**config.mk**
```make
export PLATFORM = sky130hd
export DESIGN_NAME = cptxz_fifo
export DESIGN_NICKNAME = d
export VERILOG_FILES = /design/src/design/cptxz_pkg.sv /design/src/design/cptxz_fifo.sv
export SDC_FILE = /design/constraint.sdc
export NUM_CORES = 2
export LEC_CHECK = 0
export ABC_AREA = 1
export BUFFER_PORTS_ARGS = -buffer_cell sky130_fd_sc_hd__buf_2
export CORE_AREA = 3 3 768 770
export CTS_CLUSTER_SIZE = 24
export DETAILED_ROUTE_END_ITERATION = 7
export DIE_AREA = 0 0 771 773
export PLACE_DENSITY = 0.45
export SKIP_CTS_REPAIR_TIMING = 1
export SLEW_MARGIN = 0
export SYNTH_ARGS = -nofsm -noshare
export SYNTH_HDL_FRONTEND = slang
export SYNTH_SLANG_ARGS = --single-unit
```
**constraint.sdc**
```tcl
create_clock -name clk -period 35.9 [get_ports clk]
set_input_delay 7.18 -clock clk [delete_from_list [all_inputs] [get_ports clk]]
set_output_delay 7.18 -clock clk [all_outputs]
set_load 0.01 [all_outputs]
```
**src/design/cptxz_pkg.sv**
```systemverilog
package cptxz_pkg;

  localparam int CW = 32;
  localparam int DW = CW + 1;
  localparam int PW = 2 * DW;
  localparam int QW = DW + 1;
  localparam int NW = PW + QW;
  localparam int MW = 3 * DW;

  localparam int FIFO_DEPTH = 4;
  localparam int FIFO_AW = $clog2(FIFO_DEPTH);

  localparam logic [1:0] MODE_START = 2'd0;
  localparam logic [1:0] MODE_END   = 2'd1;
  localparam logic [1:0] MODE_MID   = 2'd2;

  localparam logic [1:0] REGION_INSIDE = 2'd0;
  localparam logic [1:0] REGION_AB     = 2'd1;
  localparam logic [1:0] REGION_BC     = 2'd2;
  localparam logic [1:0] REGION_CA     = 2'd3;

  typedef struct packed {
    logic signed [CW-1:0] x;
    logic signed [CW-1:0] y;
    logic signed [CW-1:0] z;
  } vec_t;

  typedef struct packed {
    logic [1:0]           mode;
    logic signed [PW-1:0] dot;
    logic signed [PW-1:0] len2;
  } seg_t;

  typedef struct packed {
    vec_t                 p;
    vec_t                 a;
    vec_t                 b;
    vec_t                 c;
    logic                 interior;
    logic signed [PW-1:0] den;
    logic signed [PW-1:0] nv;
    logic signed [PW-1:0] nw;
    seg_t [2:0]           seg;
  } job_t;

endpackage

```
**src/design/cptxz_fifo.sv**
```systemverilog
module cptxz_fifo (
  input  logic            clk,
  input  logic            rst,
  input  logic            push,
  input  cptxz_pkg::job_t wdata,
  input  logic            pop,
  output logic            valid,
  output cptxz_pkg::job_t rdata,
  output logic            full
);
  import cptxz_pkg::*;

  job_t               mem [FIFO_DEPTH];
  logic [FIFO_AW-1:0] wptr;
  logic [FIFO_AW-1:0] rptr;
  logic [FIFO_AW:0]   count;
  logic               do_pop;

  assign valid  = (count != '0);
  assign full   = (count == (FIFO_AW+1)'(FIFO_DEPTH));
  assign rdata  = mem[rptr];
  assign do_pop = pop && valid;

  always_ff @(posedge clk) begin
    if (push) begin
      mem[wptr] <= wdata;
    end
  end

  always_ff @(posedge clk) begin
    if (rst) begin
      wptr  <= '0;
      rptr  <= '0;
      count <= '0;
    end else begin
      if (push) begin
        wptr <= wptr + 1'b1;
      end
      if (do_pop) begin
        rptr <= rptr + 1'b1;
      end
      unique case ({push, do_pop})
        2'b10:   count <= count + 1'b1;
        2'b01:   count <= count - 1'b1;
        default: count <= count;
      endcase
    end
  end

endmodule

```
==> summary.md <==
| Metric | Value |
|---|---|
| GRT Overall Usage | `18.4%` |
| Mapped Cells | `9,588` |
| WP data arrival | `7010 ps` |
| Largest net degree at the start of global routing | `192` |
| Peak VDD IR | `0.0438 mV` |
| Status | `finished clean` |
| Worst Setup End Kind | `primary output` |
| Synthesized area | `145,000 um2` |
| CP required | `28,720 ps` |
| Netlist cell types | `19` |
| Worst slew margin | `24.7%` |
| First-pass GRT wire length | `768,000 um` |
| Layout fillers | `58,800` |
| Routability Congestion | `0.942` |
| Remaining DRCs | `0` |
| H-tree depth | `5` |
| RSZ-0062 raised after global routing | `no` |
| CP max-delay cell | `buf_4` |
| Max-slew violations | `0` |
| Antenna violations before repair | `550` |
| Mux contribution to synthesized area | `0%` |
| Worst path max stage delay | `820 ps` |
| Area Growth Syn to Fin | `22.5%` |
| Clk Tree Root Cell | `clkbuf_16` |
| Clock tree buffer depth | `4` |
| Share of layout cells above drive strength 1 | `22.8%` |
| Seq. cell area | `119,000 um2` |
| WL/cell | `28.9 um` |
| WHS Path Cells | `2` |
| PD cells | `67.9 nW/um2` |
| Final Cycle Share | `39.5%` |
| Vias | `93,200` |
| Vias in the first global route | `87,000` |
| Hold crit path type | `reg -> reg` |
| Die ar. | `596,000 um2` |
| Initial Util | `24.8%` |
| Sw Pwr | `3.72 mW` |
| CP cell instances | `inv_16, buf_12, buf_4, buf_4, buf_4, buf_4, buf_4, o21ai_0, o22ai_1, buf_2` |
| CP delay by family, top | `buffers and inverters` |
| Port bufs | `1,975` |
| TritonCTS Buffers | `435` |
| Startpoint Class | `flip-flop` |
| Pleak | `59.7 nW` |
| Part of the power in registers | `44.0%` |
| Final setup fails | `0` |
| Nets | `12,500` |
| Gate power share | `19.6%` |
| Clock slew at reported path FFs | `60 ps` |
| Min cycle time layout | `14,190 ps` |
| DRT Pass-1 Iters | `6` |
| Internal Power | `8.37 mW` |
| Total wire length | `575,000 um` |
| Most common cell on crit path | `buf_4` |
| Reg-to-Reg Start | `wptr[1]` |
| CTS tree | `built` |
| Crit Path Category | `reg -> out` |
| Worst-Margin Slew | `1130 ps` |
| DP Wirelength | `401,000 um` |
| Synth warn | `0` |
| Die Y-Extent | `773 um` |
| Clock Latency Late Sink | `1010 ps` |
| Multi-input logic area | `23,700 um2` |
| Max Cap Viol | `0` |
| Hold Crit Start | `rptr[1]` |
| Clock sink total | `3,949` |
| Aggregate global routing overflow | `0` |
| Yosys reg bits | `3,949` |
| Reg2Reg Depth | `8` |
| DR iter-0 viols | `7,772` |
| Core Area | `584,000 um2` |
| Final Hold Fails | `0` |
| FP Rows | `281` |
| Non-Filler Instances | `19,900` |
| Worst reg2reg setup slack | `30,220 ps` |
| Crit path max fanout | `176` |
| Post-Synth Simple-Gate Area | `5.16%` |
| Avg Cell Area, Syn | `15.1 um2` |
| Seq/Total Area, Yosys | `81.6%` |
| Placed Cells | `18,800` |
| Post-synthesis xor/xnor area fraction | `0%` |
| Chip width | `771 um` |
| Clock group share of total power | `36.4%` |
| Post-synthesis adder-cell area fraction | `0.0569%` |
| Bufs and invs on worst path | `8` |
| Setup TNS | `0 ps` |
| Largest family of logic cells by synthesized area | `compound AO/OA/AOI/OAI gates` |
| Pwr Total | `12.1 mW` |
| Final ANT Viol Nets | `0` |
| Clock Skews | `112 ps` |
| Fmax | `70.5 MHz` |
| Post-Synthesis Net Count | `10,600` |
| I/O Pins | `1,976` |
| RR Endpoint | `mem[3][685]` |
| Post-synthesis compound-gate area fraction | `11.1%` |
| Switching Fraction | `30.8%` |
| Avg Vias per Cell | `4.67` |
| Post-Route Utilization | `30.4%` |
[synth_stat cells (all sizes together)]
cell type  count  share of area, %
edfxtp      3940                81
nor2        1976               5.1
o21ai       1974               6.8
o22ai        985               4.2
clkbuf       408               1.1
buf          247              0.99
inv           19             0.051
nand2         15             0.039
dfxtp          9              0.12
a21oi          5             0.017
ha             5             0.043
nand3          3             0.010
fa             1             0.014
nor3           1            0.0034
[worst reg2reg max path, stage by stage, from the launching register on]
cell,delay [ps]
dfxtp_1,370
ha_1,170
nand2_1,130
inv_8,360
buf_4,860
buf_4,910
buf_4,800
buf_4,820
buf_4,900
[per-layer routing]
| layer | global-route usage [%] | vias to the layer above | routed length [um] |
|---|---|---|---|
| li1 | - | 40800 | - |
| met1 | 21.9 | 47000 | 222000 |
| met2 | 29.4 | 3796 | 264000 |
| met3 | 8.31 | 1331 | 65100 |
| met4 | 6.35 | 238 | 22300 |
| met5 | 0 | - | 1660 |
[power by group through the flow]
stage | clock, mW | combinational, mW | sequential (mW)
floorplan | 0 | 1.11 | 5.60
global route | 4.68 | 2.55 | 5.34
CTS | 4.51 | 2.42 | 5.33
finish | 4.40 | 2.37 | 5.32
detailed placement | 0 | 2.41 | 5.42
global placement | 0 | 2.41 | 5.42
[kinds of logic after synthesis]
group / Yosys count
DFF: 3949
AOI/OAI and AO/OA: 2964
and+or+nand+nor: 1995
buffers and inverters: 674
adders and majority gates: 6
[cells in the final DEF (no fill, tap or decap), types with 55 or more instances in the layout]
cell type / n
edfxtp_1: 3940
nor2_1: 1976
buf_2: 1975
o21ai_0: 1923
o22ai_1: 981
clkbuf_16: 437
diode_2: 299
buf_4: 122
clkbuf_1: 118
clkinv_1: 113
clkinv_2: 55
[final cells by class]
| type | instances | area share (%) |
|---|---|---|
| timing repair buffer | 2118 | 6.31 |
| antenna | 299 | 0.421 |
| clock buffer | 555 | 6.39 |
| multi-input combinational | 4965 | 13.3 |
| inverter | 19 | 0.0703 |
| sequential | 3949 | 66.6 |
| tap | 7782 | 5.47 |
| clock inverter | 244 | 1.43 |
[metrics by stage]
stage | hold WS [ps] | worst slack, ps | cell area (um2)
6_report | 490 | 21710 | 178000
5_1_grt | 537 | 21260 | 177000
4_1_cts | 493 | 21460 | 177000
3_5_place_dp | 484 | 22580 | 163000
3_3_place_gp | 480 | 22620 | 163000
2_1_floorplan | 459 | 8550 | 145000
[flip-flops by register name, indices dropped and copies added (netlist names), named ones only]
signal / count
mem: 3940
wptr: 2
count: 3
rptr: 2
[worst max-delay path by stage]
stage                   start  slack (ps)  depth (start not counted)          to
CTS                 flip-flop       21460                         10  rdata[475]
global placement    flip-flop       22620                         10  rdata[475]
detailed placement  flip-flop       22580                         10  rdata[475]
global route        flip-flop       21260                          9  rdata[655]
finish              flip-flop       21710                         10  rdata[513]
floorplan                push        8550                          2   mem[2][0]
No activity file was read; power rests on OpenSTA's default activity.
